File: config.mk
export PLATFORM = sky130hd
export DESIGN_NAME = script_comment_blank_brace_match_unit
export DESIGN_NICKNAME = d
export VERILOG_FILES = /design/src/design/scbm_pkg.sv /design/src/design/scbm_stack.sv /design/src/design/scbm_front.sv /design/src/design/scbm_scan.sv /design/src/design/script_comment_blank_brace_match_unit.sv
export SDC_FILE = /design/constraint.sdc
export NUM_CORES = 1
export LEC_CHECK = 0
export ABC_CLOCK_PERIOD_IN_PS = 5200
export BUFFER_PORTS_ARGS = -buffer_cell sky130_fd_sc_hd__buf_4
export CORE_MARGIN = 10
export CORE_UTILIZATION = 35
export CTS_CLUSTER_SIZE = 28
export DETAILED_ROUTE_END_ITERATION = 12
export GPL_ROUTABILITY_DRIVEN = 0
export PLACE_DENSITY_LB_ADDON = 0.1
export SKIP_LAST_GASP = 1
export SYNTH_ARGS = -nofsm -noshare
export SYNTH_HDL_FRONTEND = slang
export SYNTH_SLANG_ARGS = --single-unit
File: constraint.sdc
create_clock -name clk -period 5.2 [get_ports clk]
set_input_delay 0.26 -clock clk [delete_from_list [all_inputs] [get_ports clk]]
set_output_delay 0.26 -clock clk [all_outputs]
set_load 0.005 [all_outputs]
File: src/design/scbm_pkg.sv
// Shared types and constants for the script comment blanking and brace matching unit.
`default_nettype none

package scbm_pkg;

  localparam int POS_BITS_DEFAULT = 16;
  localparam int STACK_DEPTH_DEFAULT = 16;
  localparam int OUT_POS_BITS = 16;

  localparam logic [7:0] CH_LBRACE = 8'h7B;
  localparam logic [7:0] CH_RBRACE = 8'h7D;
  localparam logic [7:0] CH_COLON = 8'h3A;
  localparam logic [7:0] CH_NEWLINE = 8'h0A;
  localparam logic [7:0] CH_SLASH = 8'h2F;
  localparam logic [7:0] CH_STAR = 8'h2A;
  localparam logic [7:0] CH_QUOTE = 8'h22;
  localparam logic [7:0] CH_BACKSLASH = 8'h5C;
  localparam logic [7:0] CH_SPACE = 8'h20;

  localparam logic [2:0] ERR_NONE = 3'd0;
  localparam logic [2:0] ERR_OPEN_COMMENT = 3'd1;
  localparam logic [2:0] ERR_UNCLOSED_BRACE = 3'd2;
  localparam logic [2:0] ERR_OPEN_STRING = 3'd3;
  localparam logic [2:0] ERR_OVERFLOW = 3'd4;

  typedef struct packed {
    logic [7:0] in_byte;
    logic       end_of_script;
  } in_item_t;

  typedef struct packed {
    logic [7:0]              out_byte;
    logic [OUT_POS_BITS-1:0] byte_position;
    logic                    section_found;
    logic [OUT_POS_BITS-1:0] section_start;
    logic                    label_found;
    logic [OUT_POS_BITS-1:0] label_start;
    logic [2:0]              error_code;
    logic                    last;
  } out_item_t;

  typedef struct packed {
    logic [7:0] cur;
    logic [7:0] nxt;
    logic       has_nxt;
    logic       is_last;
  } req_t;

  typedef struct packed {
    logic push;
    logic pop;
    logic clear;
  } stk_ctrl_t;

endpackage

`default_nettype wire

File: src/design/scbm_stack.sv
// Open brace stack with the top two entries in registers and the rest in a memory.
`default_nettype none

module scbm_stack #(
  parameter int STACK_DEPTH = scbm_pkg::STACK_DEPTH_DEFAULT,
  parameter int POS_BITS = scbm_pkg::POS_BITS_DEFAULT,
  localparam int CNT_BITS = $clog2(STACK_DEPTH + 1),
  localparam int IDX_BITS = $clog2(STACK_DEPTH)
) (
  input  wire logic                  clk,
  input  wire logic                  rst,
  input  wire scbm_pkg::stk_ctrl_t   ctrl,
  input  wire logic [POS_BITS-1:0]   push_data,
  output logic      [CNT_BITS-1:0]   count,
  output logic      [POS_BITS-1:0]   tos
);

  logic [POS_BITS-1:0] nos;
  logic [POS_BITS-1:0] third;
  logic [POS_BITS-1:0] mem [STACK_DEPTH];
  logic [CNT_BITS-1:0] rd_sub;
  logic [CNT_BITS-1:0] wr_sub;
  logic [IDX_BITS-1:0] raddr;
  logic [IDX_BITS-1:0] waddr;

  // The third entry from the top is kept prefetched so that pops can follow each other.
  assign rd_sub = count - (ctrl.pop ? CNT_BITS'(4) : CNT_BITS'(3));
  assign wr_sub = count - CNT_BITS'(2);
  assign raddr = rd_sub[IDX_BITS-1:0];
  assign waddr = wr_sub[IDX_BITS-1:0];

  always_ff @(posedge clk) begin
    if (rst) begin
      count <= '0;
    end else if (ctrl.clear) begin
      count <= '0;
    end else if (ctrl.push) begin
      count <= count + CNT_BITS'(1);
    end else if (ctrl.pop) begin
      count <= count - CNT_BITS'(1);
    end
  end

  always_ff @(posedge clk) begin
    if (ctrl.push) begin
      tos <= push_data;
      nos <= tos;
      third <= nos;
    end else begin
      if (ctrl.pop) begin
        tos <= nos;
        nos <= third;
      end
      third <= mem[raddr];
    end
  end

  always_ff @(posedge clk) begin
    if (ctrl.push && count >= CNT_BITS'(2)) begin
      mem[waddr] <= nos;
    end
  end

endmodule

`default_nettype wire

File: src/design/scbm_front.sv
// Input stage that pairs each byte with its successor and holds one request.
`default_nettype none

module scbm_front (
  input  wire logic                clk,
  input  wire logic                rst,
  input  wire logic                byte_valid,
  output logic                     byte_stall,
  input  wire scbm_pkg::in_item_t  byte_item,
  input  wire logic                take,
  output logic                     fire,
  output scbm_pkg::req_t           req
);

  logic           held_valid;
  logic [7:0]     held_byte;
  logic           req_valid;
  logic           pend_valid;
  logic [7:0]     pend_byte;
  logic           accept;
  logic           slot_free;
  logic           req_valid_next;
  logic           load_req;
  scbm_pkg::req_t req_next;

  assign slot_free = !req_valid || take;
  assign byte_stall = pend_valid || !slot_free;
  assign accept = byte_valid && !byte_stall;
  assign fire = req_valid && take;

  always_comb begin
    req_next = req;
    load_req = 1'b0;
    req_valid_next = req_valid && !take;
    if (pend_valid && slot_free) begin
      load_req = 1'b1;
      req_valid_next = 1'b1;
      req_next = '{cur: pend_byte, nxt: 8'h00, has_nxt: 1'b0, is_last: 1'b1};
    end else if (accept) begin
      if (held_valid) begin
        load_req = 1'b1;
        req_valid_next = 1'b1;
        req_next = '{cur: held_byte, nxt: byte_item.in_byte, has_nxt: 1'b1, is_last: 1'b0};
      end else if (byte_item.end_of_script) begin
        load_req = 1'b1;
        req_valid_next = 1'b1;
        req_next = '{cur: byte_item.in_byte, nxt: 8'h00, has_nxt: 1'b0, is_last: 1'b1};
      end
    end
  end

  always_ff @(posedge clk) begin
    if (rst) begin
      req_valid <= 1'b0;
      pend_valid <= 1'b0;
      held_valid <= 1'b0;
    end else begin
      req_valid <= req_valid_next;
      if (pend_valid && slot_free) begin
        pend_valid <= 1'b0;
      end else if (accept) begin
        pend_valid <= byte_item.end_of_script && held_valid;
        held_valid <= !byte_item.end_of_script;
      end
    end
  end

  always_ff @(posedge clk) begin
    if (load_req) begin
      req <= req_next;
    end
    if (accept) begin
      held_byte <= byte_item.in_byte;
      pend_byte <= byte_item.in_byte;
    end
  end

endmodule

`default_nettype wire

File: src/design/scbm_scan.sv
// Scan state machine, comment blanking, label tracking and the result register.
`default_nettype none

module scbm_scan #(
  parameter int STACK_DEPTH = scbm_pkg::STACK_DEPTH_DEFAULT,
  parameter int POS_BITS = scbm_pkg::POS_BITS_DEFAULT,
  localparam int CNT_BITS = $clog2(STACK_DEPTH + 1)
) (
  input  wire logic                  clk,
  input  wire logic                  rst,
  input  wire logic                  fire,
  input  wire scbm_pkg::req_t        req,
  input  wire logic                  label_enable,
  input  wire logic [CNT_BITS-1:0]   stk_count,
  input  wire logic [POS_BITS-1:0]   stk_tos,
  output scbm_pkg::stk_ctrl_t        stk_ctrl,
  output logic      [POS_BITS-1:0]   stk_data,
  output logic                       take,
  output logic                       result_valid,
  input  wire logic                  result_stall,
  output scbm_pkg::out_item_t        result_item
);

  typedef enum logic [4:0] {
    MODE_NORMAL = 5'b00001,
    MODE_STRING = 5'b00010,
    MODE_ESC    = 5'b00100,
    MODE_BLOCK  = 5'b01000,
    MODE_LINE   = 5'b10000
  } mode_t;

  mode_t               mode;
  mode_t               mode_next;
  logic                star_seen;
  logic                star_next;
  logic [POS_BITS-1:0] byte_count;
  logic [POS_BITS-1:0] run_start;
  logic [POS_BITS-1:0] run_start_next;
  logic                prev_ident;
  logic                prev_ident_next;
  logic [2:0]          err_flag;
  logic [2:0]          err_next;
  logic [CNT_BITS-1:0] count_after;
  logic [7:0]          ob;
  logic                nxt_star;
  logic                nxt_slash;
  logic                ob_ident;
  logic                push;
  logic                pop;
  scbm_pkg::out_item_t item_next;

  assign nxt_star = req.has_nxt && req.nxt == scbm_pkg::CH_STAR;
  assign nxt_slash = req.has_nxt && req.nxt == scbm_pkg::CH_SLASH;
  assign take = !result_valid || !result_stall;

  always_comb begin
    mode_next = mode;
    star_next = star_seen;
    err_next = err_flag;
    ob = req.cur;
    push = 1'b0;
    pop = 1'b0;
    item_next = '0;
    item_next.byte_position = scbm_pkg::OUT_POS_BITS'(byte_count);
    case (mode)
      MODE_NORMAL: begin
        if (req.cur == scbm_pkg::CH_RBRACE && stk_count != '0) begin
          pop = 1'b1;
          item_next.section_found = 1'b1;
          item_next.section_start = scbm_pkg::OUT_POS_BITS'(stk_tos);
        end else if (req.cur == scbm_pkg::CH_QUOTE) begin
          mode_next = MODE_STRING;
        end else if (req.cur == scbm_pkg::CH_SLASH && nxt_star) begin
          mode_next = MODE_BLOCK;
          star_next = 1'b0;
          ob = scbm_pkg::CH_SPACE;
        end else if (req.cur == scbm_pkg::CH_SLASH && nxt_slash) begin
          mode_next = MODE_LINE;
          ob = scbm_pkg::CH_SPACE;
        end else if (req.cur == scbm_pkg::CH_COLON) begin
          if (label_enable) begin
            item_next.label_found = 1'b1;
            item_next.label_start = scbm_pkg::OUT_POS_BITS'(prev_ident ? run_start : byte_count);
          end
        end else if (req.cur == scbm_pkg::CH_LBRACE) begin
          if (stk_count < CNT_BITS'(STACK_DEPTH)) begin
            push = 1'b1;
          end else if (err_flag == scbm_pkg::ERR_NONE) begin
            err_next = scbm_pkg::ERR_OVERFLOW;
          end
        end
      end
      MODE_STRING: begin
        if (req.cur == scbm_pkg::CH_QUOTE) begin
          mode_next = MODE_NORMAL;
        end else if (req.cur == scbm_pkg::CH_BACKSLASH) begin
          mode_next = MODE_ESC;
        end
      end
      MODE_ESC: begin
        mode_next = MODE_STRING;
      end
      MODE_BLOCK: begin
        ob = scbm_pkg::CH_SPACE;
        if (star_seen) begin
          star_next = 1'b0;
          mode_next = MODE_NORMAL;
        end else if (req.cur == scbm_pkg::CH_STAR && nxt_slash) begin
          star_next = 1'b1;
        end
      end
      MODE_LINE: begin
        if (req.cur == scbm_pkg::CH_NEWLINE) begin
          mode_next = MODE_NORMAL;
        end else begin
          ob = scbm_pkg::CH_SPACE;
        end
      end
      default: begin
        mode_next = MODE_NORMAL;
      end
    endcase

    ob_ident = (ob >= 8'h41 && ob <= 8'h5A) || (ob >= 8'h61 && ob <= 8'h7A) ||
               (ob >= 8'h30 && ob <= 8'h39) || ob == 8'h5F;
    run_start_next = (ob_ident && !prev_ident) ? byte_count : run_start;
    prev_ident_next = ob_ident;

    count_after = stk_count + CNT_BITS'(push) - CNT_BITS'(pop);
    item_next.out_byte = ob;
    item_next.last = req.is_last;
    if (req.is_last) begin
      if (err_next != scbm_pkg::ERR_NONE) begin
        item_next.error_code = err_next;
      end else if (mode_next == MODE_BLOCK) begin
        item_next.error_code = scbm_pkg::ERR_OPEN_COMMENT;
      end else if (count_after == '0) begin
        item_next.error_code = scbm_pkg::ERR_NONE;
      end else if (mode_next == MODE_STRING || mode_next == MODE_ESC) begin
        item_next.error_code = scbm_pkg::ERR_OPEN_STRING;
      end else begin
        item_next.error_code = scbm_pkg::ERR_UNCLOSED_BRACE;
      end
    end
  end

  assign stk_ctrl = '{push: fire && push, pop: fire && pop, clear: fire && req.is_last};
  assign stk_data = byte_count;

  always_ff @(posedge clk) begin
    if (rst) begin
      mode <= MODE_NORMAL;
      star_seen <= 1'b0;
      byte_count <= '0;
      run_start <= '0;
      prev_ident <= 1'b0;
      err_flag <= scbm_pkg::ERR_NONE;
      result_valid <= 1'b0;
    end else begin
      result_valid <= fire || (result_valid && result_stall);
      if (fire) begin
        if (req.is_last) begin
          mode <= MODE_NORMAL;
          star_seen <= 1'b0;
          byte_count <= '0;
          run_start <= '0;
          prev_ident <= 1'b0;
          err_flag <= scbm_pkg::ERR_NONE;
        end else begin
          mode <= mode_next;
          star_seen <= star_next;
          byte_count <= byte_count + POS_BITS'(1);
          run_start <= run_start_next;
          prev_ident <= prev_ident_next;
          err_flag <= err_next;
        end
      end
    end
  end

  always_ff @(posedge clk) begin
    if (fire) begin
      result_item <= item_next;
    end
  end

endmodule

`default_nettype wire

File: src/design/script_comment_blank_brace_match_unit.sv
// Top level of the script comment blanking and brace matching unit.
// Script bytes enter on the byte channel (byte_valid, byte_stall, byte_item), one
// per item; end_of_script marks the final byte. Results leave on the result channel
// (result_valid, result_stall, result_item), one per script byte, in order.
// The label_enable register is written through cfg_valid, cfg_ready and cfg_data;
// cfg_ready is always high and writes belong between scripts.
// A byte is held until its successor arrives, since a slash is classified by the
// byte after it. When that successor is accepted, the request register takes the
// pair, and the result register then takes its result from the request register.
// Throughput is one byte per cycle while the receiver does not stall, set by the
// single request register feeding the scanner. A final byte that follows a held
// byte yields two results, so the input stalls while the second one is loaded.
// When the receiver stalls, the result register holds and the request register can
// still take one more byte before byte_stall rises.
// Reset clears the scan state, the held byte and both registers' valid flags, and
// sets label_enable to 1. After the final result all scan state returns to that
// reset condition, while label_enable keeps its value.
`default_nettype none

module script_comment_blank_brace_match_unit #(
  parameter int POS_BITS = scbm_pkg::POS_BITS_DEFAULT,
  parameter int STACK_DEPTH = scbm_pkg::STACK_DEPTH_DEFAULT
) (
  input  wire logic                 clk,
  input  wire logic                 rst,
  input  wire logic                 byte_valid,
  output logic                      byte_stall,
  input  wire scbm_pkg::in_item_t   byte_item,
  output logic                      result_valid,
  input  wire logic                 result_stall,
  output scbm_pkg::out_item_t       result_item,
  input  wire logic                 cfg_valid,
  output logic                      cfg_ready,
  input  wire logic                 cfg_data
);

  localparam int CNT_BITS = $clog2(STACK_DEPTH + 1);

  logic                label_enable;
  logic                take;
  logic                fire;
  scbm_pkg::req_t      req;
  scbm_pkg::stk_ctrl_t stk_ctrl;
  logic [POS_BITS-1:0] stk_data;
  logic [CNT_BITS-1:0] stk_count;
  logic [POS_BITS-1:0] stk_tos;

  assign cfg_ready = 1'b1;

  always_ff @(posedge clk) begin
    if (rst) begin
      label_enable <= 1'b1;
    end else if (cfg_valid && cfg_ready) begin
      label_enable <= cfg_data;
    end
  end

  scbm_front u_front (
    .clk        (clk),
    .rst        (rst),
    .byte_valid (byte_valid),
    .byte_stall (byte_stall),
    .byte_item  (byte_item),
    .take       (take),
    .fire       (fire),
    .req        (req)
  );

  scbm_scan #(
    .STACK_DEPTH (STACK_DEPTH),
    .POS_BITS    (POS_BITS)
  ) u_scan (
    .clk          (clk),
    .rst          (rst),
    .fire         (fire),
    .req          (req),
    .label_enable (label_enable),
    .stk_count    (stk_count),
    .stk_tos      (stk_tos),
    .stk_ctrl     (stk_ctrl),
    .stk_data     (stk_data),
    .take         (take),
    .result_valid (result_valid),
    .result_stall (result_stall),
    .result_item  (result_item)
  );

  scbm_stack #(
    .STACK_DEPTH (STACK_DEPTH),
    .POS_BITS    (POS_BITS)
  ) u_stack (
    .clk       (clk),
    .rst       (rst),
    .ctrl      (stk_ctrl),
    .push_data (stk_data),
    .count     (stk_count),
    .tos       (stk_tos)
  );

  assert property (@(posedge clk) disable iff (rst)
    stk_count <= CNT_BITS'(STACK_DEPTH))
    else $error("Brace stack count exceeds its depth.");

  assert property (@(posedge clk) disable iff (rst)
    fire && req.is_last |=> stk_count == '0)
    else $error("Brace stack not empty after the final byte of a script.");

  assert property (@(posedge clk) disable iff (rst)
    result_valid && !result_item.last |-> result_item.error_code == scbm_pkg::ERR_NONE)
    else $error("Error code reported on an item that is not the last.");

  assert property (@(posedge clk) disable iff (rst)
    result_valid && result_item.section_found |-> result_item.out_byte == scbm_pkg::CH_RBRACE)
    else $error("Section reported on an item that is not a closing brace.");

  assert property (@(posedge clk) disable iff (rst)
    fire && !req.is_last && !$past(rst) |-> !req.has_nxt == 1'b0)
    else $error("A request that is not final lacks its following byte.");

endmodule

`default_nettype wire
**Yosys cells after proc, flatten, opt, wreduce, memory -nomap -nowiden**

Memory sizes are Yosys's and may differ from the RTL's.
Cells that the tools add are included.

- Register bits after elaboration: 188
- Bits in writable memories: 256
- Bits of input ports: 15
- Output and inout bits: 65
- Logic and storage cells: 200
- Memories: 1

Memory list:

| name | depth | width | read ports | clocked after Yosys merged registers in | write ports | line | RTL |
|---|---|---|---|---|---|---|---|
| u_stack.mem | 16 | 16 | 1 | 0 | 1 | scbm_stack.sv:20 | `logic [POS_BITS-1:0] mem [STACK_DEPTH];` |

- Add/subtract/negate cells: 7
- Magnitude comparators: 8
- Equal/unequal tests: 22
- Multiplexer cells: 76
- Bitwise operators: 4
- Reduce and logical (&&, ||, !) cells: 54

Operators with widths:

| cell | number |
|---|---|
| $mux W16 | 9 |
| $mux W18 | 4 |
| $mux W5 | 11 |
| $eq A8 B6 Y1 const B | 6 |
| $mux W3 | 14 |
| $mux W8 | 5 |
| $mux W17 | 2 |
| $eq A8 B7 Y1 const B | 4 |
| $mux W1 | 28 |
| $pmux W5 S5 | 1 |
| $pmux W8 S3 | 1 |
| $logic_and A1 B1 Y1 | 20 |
| $add A16 B1 Y16 const B | 1 |
| $ge A8 B7 Y1 const B | 2 |
| $le A8 B7 Y1 const B | 2 |
| $eq A5 B2 Y1 const B | 2 |
| $eq A5 B3 Y1 const B | 2 |
| $eq A5 B4 Y1 const B | 2 |
| $reduce_bool A3 Y1 | 3 |
| $eq A8 B4 Y1 const B | 1 |
| $ge A8 B6 Y1 const B | 1 |
| $le A8 B6 Y1 const B | 1 |
| $logic_not A1 Y1 | 8 |
| $logic_or A1 B1 Y1 | 8 |
| other kinds (24) | 33 |

**Logic depth before layout (Yosys ltp)**

- Word-level depth: 16
- Depth in mapped cells: 18
- Gate-level depth less buffers: 17

**Modules after synthesis**

A second synthesis with hierarchy kept.

- Cells, all modules: 1158
- Area, all modules: 18461.5 sq um

Modules (own cells, without submodules):

| module | instances | cells each | area an instance (sq um) | seq. area each (sq um) |
|---|---|---|---|---|
| scbm_stack | 1 | 602 | 12169.2 | 9068.7 |
| scbm_scan | 1 | 484 | 5122.4 | 2722.6 |
| scbm_front | 1 | 67 | 1123.6 | 840.8 |
| script_comment_blank_brace_match_unit | 1 | 5 | 46.3 | 20.0 |

**Worst setup path after synthesis**

Ideal clock, no wire load.

- Path kind: flip-flop to flip-flop
- Start point: register u_scan.result_valid
- End point: register u_stack.third[0]
- Arrival time: 5.511 ns
- Slack: -0.423 ns
- Cell stages (with the launch flop): 13
- Path buffers: 3
- Clock period less this slack: 5.623 ns
- Path through: dfxtp_1 > nand2_1 > nand2_1 > inv_1 > clkbuf_1 > nand2_1 > ha_1 > clkbuf_1 > buf_1 > mux4_2 > mux4_2 > nand2_1 > nand2_1

- Cells in the longest elaborated chain, start to end: 8

RTL lines:

| item | line | RTL |
|---|---|---|
| start, declared | scbm_scan.sv:19 | `output logic result_valid,` |
| start signal, assigned | scbm_scan.sv:160 | `result_valid <= fire \|\| (result_valid && result_stall);` |
| $logic_not A1 Y1 (*) | scbm_scan.sv:54 | `assign take = !result_valid \|\| !result_stall;` |
| $logic_or A1 B1 Y1 (*) | scbm_scan.sv:54 |  |
| $logic_and A1 B1 Y1 (*) | scbm_front.sv:29 | `assign fire = req_valid && take;` |
| named net fire | script_comment_blank_brace_match_unit.sv:41 | `logic fire;` |
| $logic_and A1 B1 Y1 | scbm_scan.sv:147 | `assign stk_ctrl = '{push: fire && push, pop: fire && pop, clear: fire && req.is_last};` |
| $mux W3 | scbm_stack.sv:27 | `assign rd_sub = count - (ctrl.pop ? CNT_BITS'(4) : CNT_BITS'(3));` |
| $sub A4 B4 Y4 | scbm_stack.sv:27 |  |
| $mem_v2 Z16 W16 | -- |  |
| $mux W16 (*) | scbm_stack.sv:45 | `if (ctrl.push) begin` |
| end signal, assigned | scbm_stack.sv:48 | `third <= nos;` |
| end signal, assigned | scbm_stack.sv:54 | `third <= mem[raddr];` |
| end, declared | scbm_stack.sv:19 | `logic [POS_BITS-1:0] third;` |

The timed path passes the listed nets; every way through them passes the cells marked *.
A chain may end at the register's enable or synchronous reset.

**Worst setup path in the final report**

- Start point: register u_stack.count[3]
- End point: register u_stack.third[15]

RTL lines:

| item | line | RTL |
|---|---|---|
| start, declared | scbm_stack.sv:14 | `output logic [CNT_BITS-1:0] count,` |
| start signal, assigned | scbm_stack.sv:38 | `count <= count + CNT_BITS'(1);` |
| start signal, assigned | scbm_stack.sv:40 | `count <= count - CNT_BITS'(1);` |
| $reduce_bool A5 Y1 | scbm_scan.sv:67 | `if (req.cur == scbm_pkg::CH_RBRACE && stk_count != '0) begin` |
| $logic_and A1 B1 Y1 | scbm_scan.sv:67 |  |
| $mux W1 | scbm_scan.sv:67 |  |
| $mux W1 | scbm_scan.sv:65 | `case (mode)` |
| named net u_scan.pop | scbm_scan.sv:49 | `logic pop;` |
| $logic_and A1 B1 Y1 | scbm_scan.sv:147 |  |
| $mux W3 | scbm_stack.sv:27 |  |
| $sub A4 B4 Y4 | scbm_stack.sv:27 |  |
| $mem_v2 Z16 W16 | -- |  |
| $mux W16 | scbm_stack.sv:45 |  |

The timed path passes the listed nets, and every way through them passes these cells.

==> flow_summary.ini <==
[global_routing]
grt_overflow = 0
antenna_found_initial = 0
grt_pass1_vias = 10400
grt_max_degree = 69
grt_pass1_wl_um = 66300
track_usage_pct = 14.4

[clock_tree]
clock-sinks = 444
worstSkewPairLatency_ps = 600
htreeDepth = 2
clk_pin_slew_worst_paths_ps = 60
cts_made_buffers = 48
tritoncts = done
cts_setup_buffers = 0
cts.path.max_buffers = 3
clockRootBuffer = clkbuf_16

[hold_path]
min_path_cells = 2
hold_end = u_front.held_byte[1]
min_from = byte_item[2]
hold_class = in -> reg

[yosys]
synth-seq-cells = 444
syn_area_mm2 = 0.0180
synth_warnings = 0
synth_compound_area_share_pct = 3.93
seq_area_frac_synth_pct = 70.4
synthFlopType = edfxtp_1
muxShareOfSynthArea_pct = 11.5
synth_top_family_by_area = multiplexers
synth-async-reset-ratio_pct = 0
synth_xor_area_share_pct = 1.07
synthAdderAreaFrac_pct = 1.45
avgSynthCellArea_um2 = 16.0
ys_types = 72
yosys.area_share.simple_pct = 9.68
syn_inst = 1124
synth-edff-count = 376
synth_fp_nets = 1158

[critical_path]
cp-end-kind = flip-flop
rr_startpoint = u_stack.count[3]
cp_max_fo = 20
worstSetupStartpointType = flip-flop
required_ps = 5690
reg2reg_slack_ps = 1080
worst-setup-path-type = reg -> reg
r2r_end = u_stack.third[15]
r2r_cells = 16
worstPathArrival_ps = 4610

[die]
dieWidth_um = 247
ios = 80
initial_core_util_pct = 35.2
fp.coreArea_mm2 = 0.0511
rows = 83
dieArea_mm2 = 0.0608
die_height_um = 247

[placement]
pre_cts_slack_ps = 975
dp_cells = 1863
io_buffers = 78
dp_hpwl_um = 26600
place_area_mm2 = 0.0195

[timing]
fmax_mhz = 243
grt_setup_unrepaired = false
worst_slew_pin_slew_ps = 1130
finalWorstPathRequiredPeriod_ps = 4120
hold_viol_final = 0
tns_ps = 0
finalCritPeriodShare_pct = 79.3
skew_ps = 24.3
relSlewSlack_pct = 24.8
slew_viol_final = 0
setup_violations = 0
setup_ws_ps = 1080
whs_ps = 424

[routing]
drtIter0Drc = 702
wl_um = 43500
drt-vias-per-instance = 5.02
drtAntennaViolNets = 0
drc = 0
avgRoutedWirePerCell_um = 22.1
dr.pass1.iters = 5
num_vias = 9887

[layout]
layout.nets = 1283
utilization_pct = 41.5
syn2layout_area_growth_pct = 17.8
drive_gt1_share_pct = 24.7
diodes = 0
final_area_mm2 = 0.0212
instances_no_fill = 1969

[status]
run_status = finished, final reports clean

[job]
maxCapViolations = 0

[power]
power_leakage_nw = 7.30
ir_drop_v = 0.000228
p_total_mw = 7.28
pwr_density_cell_mw_per_mm2 = 343
cell usage after synthesis, drive strengths merged, types with 2 or more instances:
cell type  count  share of area [%]
a32oi          2              0.097
a22o          16               0.85
nand3b         8               0.33
xor2          15               0.73
a21o           6               0.25
clkbuf        29               0.61
or2            2              0.070
nand4          6               0.21
or3b           2              0.097
o41ai          2               0.20
o31ai          3               0.13
nand3         14               0.45
o22ai          2              0.070
ha            16                1.1
and2          12               0.45
a22oi          2              0.083
o21ai         13               0.38
a31oi          3               0.19
and3          35                1.2
inv           19               0.40
buf           25               0.93
nor4           6               0.29
mux4          80                 10
nor3b          2              0.083
nand2        175                3.7
mux2i         18                1.0
mux2           8               0.50
nand2b         5               0.17
or3            7               0.24
xnor2          7               0.34
fa             3               0.33
nor2b          4               0.14
dfxtp         68                7.6
a211o          2              0.097
edfxtp       376                 63
nor4b          3               0.18
nor3          19               0.56
nor2          63                1.3
a21oi         21               0.58
o211a          2               0.11
a211oi         5               0.21
final cells by class:
type / instances / area (um2)
sequential: 444 / 12700
timing repair buffer: 129 / 1030
multi-input combinational: 606 / 5070
clock buffer: 67 / 1320
fill: 4708 / 29900
inverter: 20 / 76.3
tap: 680 / 851
clock inverter: 23 / 175
critical path, cell delays in order (launching register included):
cell and delay [ps]:
dfxtp_1 380, inv_1 200, ha_1 170, nor4b_1 310
nor4_2 60, buf_4 220, and2_1 200, nand2_1 230
inv_1 160, ha_1 300, a21o_1 110, a21oi_1 90
xnor2_2 850, buf_4 310, mux4_2 290, nand2_1 80
nand2_1 60
routing by layer:
| metal | track usage (%) | vias up | part of all wire, % |
|---|---|---|---|
| met5 | 0 | - | 0 |
| met4 | 4.47 | 0 | 2.2 |
| met3 | 2.09 | 57 | 3.4 |
| met2 | 24.0 | 157 | 50 |
| met1 | 19.1 | 5106 | 45 |
| li1 | - | 4567 | - |
logic make-up (layout without fill, tap and decap cells):
kind of cell               after synthesis  after routing
DFF                                    444            444
and+or+nand+nor                        367            367
muxes                                  106            106
AOI/OAI and AO/OA                       91             91
buffers and inverters                   74            239
xor gates and xnor gates                22             22
adders and majority gates               19             19
other                                    1              1
repair_timing:
item,in CTS,in global routing
hold buffers,16,0
endpoints found under the setup margin,0,0
endpoints found under the hold margin,32,0
gates resized for setup,0,0
state kept, by name, summed over array words and instances (netlist names), 3 cells and up:
signal / cells
u_stack.mem: 256
u_scan.result_item: 62
u_front.req: 18
u_scan.run_start: 16
u_scan.stk_data: 16
u_stack.nos: 16
u_stack.third: 16
u_stack.tos: 16
u_front.held_byte: 8
u_scan.mode: 5
u_stack.count: 5
u_scan.err_flag: 3
cells in the final DEF (no fill, tap or decap), types with 6 or more instances in the layout:
master / netlist / routed
edfxtp_1: 376 / 376
nand2_1: 175 / 175
buf_4: 8 / 111
mux4_2: 80 / 80
dfxtp_1: 68 / 68
nor2_1: 63 / 63
clkbuf_16: 0 / 49
and3_1: 35 / 35
a21oi_1: 21 / 21
inv_1: 19 / 18
mux2i_1: 18 / 18
dlygate4sd3_1: 0 / 16
xor2_1: 15 / 15
ha_1: 16 / 15
clkbuf_1: 29 / 15
clkinv_2: 1 / 13
nand3_1: 12 / 12
o21ai_0: 12 / 12
nor3_2: 1 / 11
a22o_2: 10 / 10
nand3b_1: 8 / 8
nor3_1: 18 / 8
mux2_2: 8 / 8
and2_1: 8 / 7
or3_1: 7 / 7
nand4_1: 6 / 6
a21o_1: 6 / 6
a22o_1: 6 / 6
clkinv_1: 0 / 6
power by group:
part | switching [mW] | internal [mW]
clock network | 1.41 | 1.84
logic | 0.0861 | 0.0675
registers | 0.0271 | 3.85
total | 1.52 | 5.76
worst max path at each step:
stage / startpoint / end / slack (ps) / cells past startpoint
6_report: u_stack.count[3] / u_stack.third[15] / 1080 / 16
2_1_floorplan: u_scan.result_valid / u_stack.third[0] / 800 / 12
3_5_place_dp: u_stack.count[3] / u_stack.third[15] / 970 / 16
3_3_place_gp: u_stack.count[3] / u_stack.third[8] / 1070 / 16
5_1_grt: u_stack.count[3] / u_stack.third[8] / 770 / 16
4_1_cts: u_stack.count[3] / u_stack.third[15] / 990 / 16
Power figures use the tool's default switching activity.
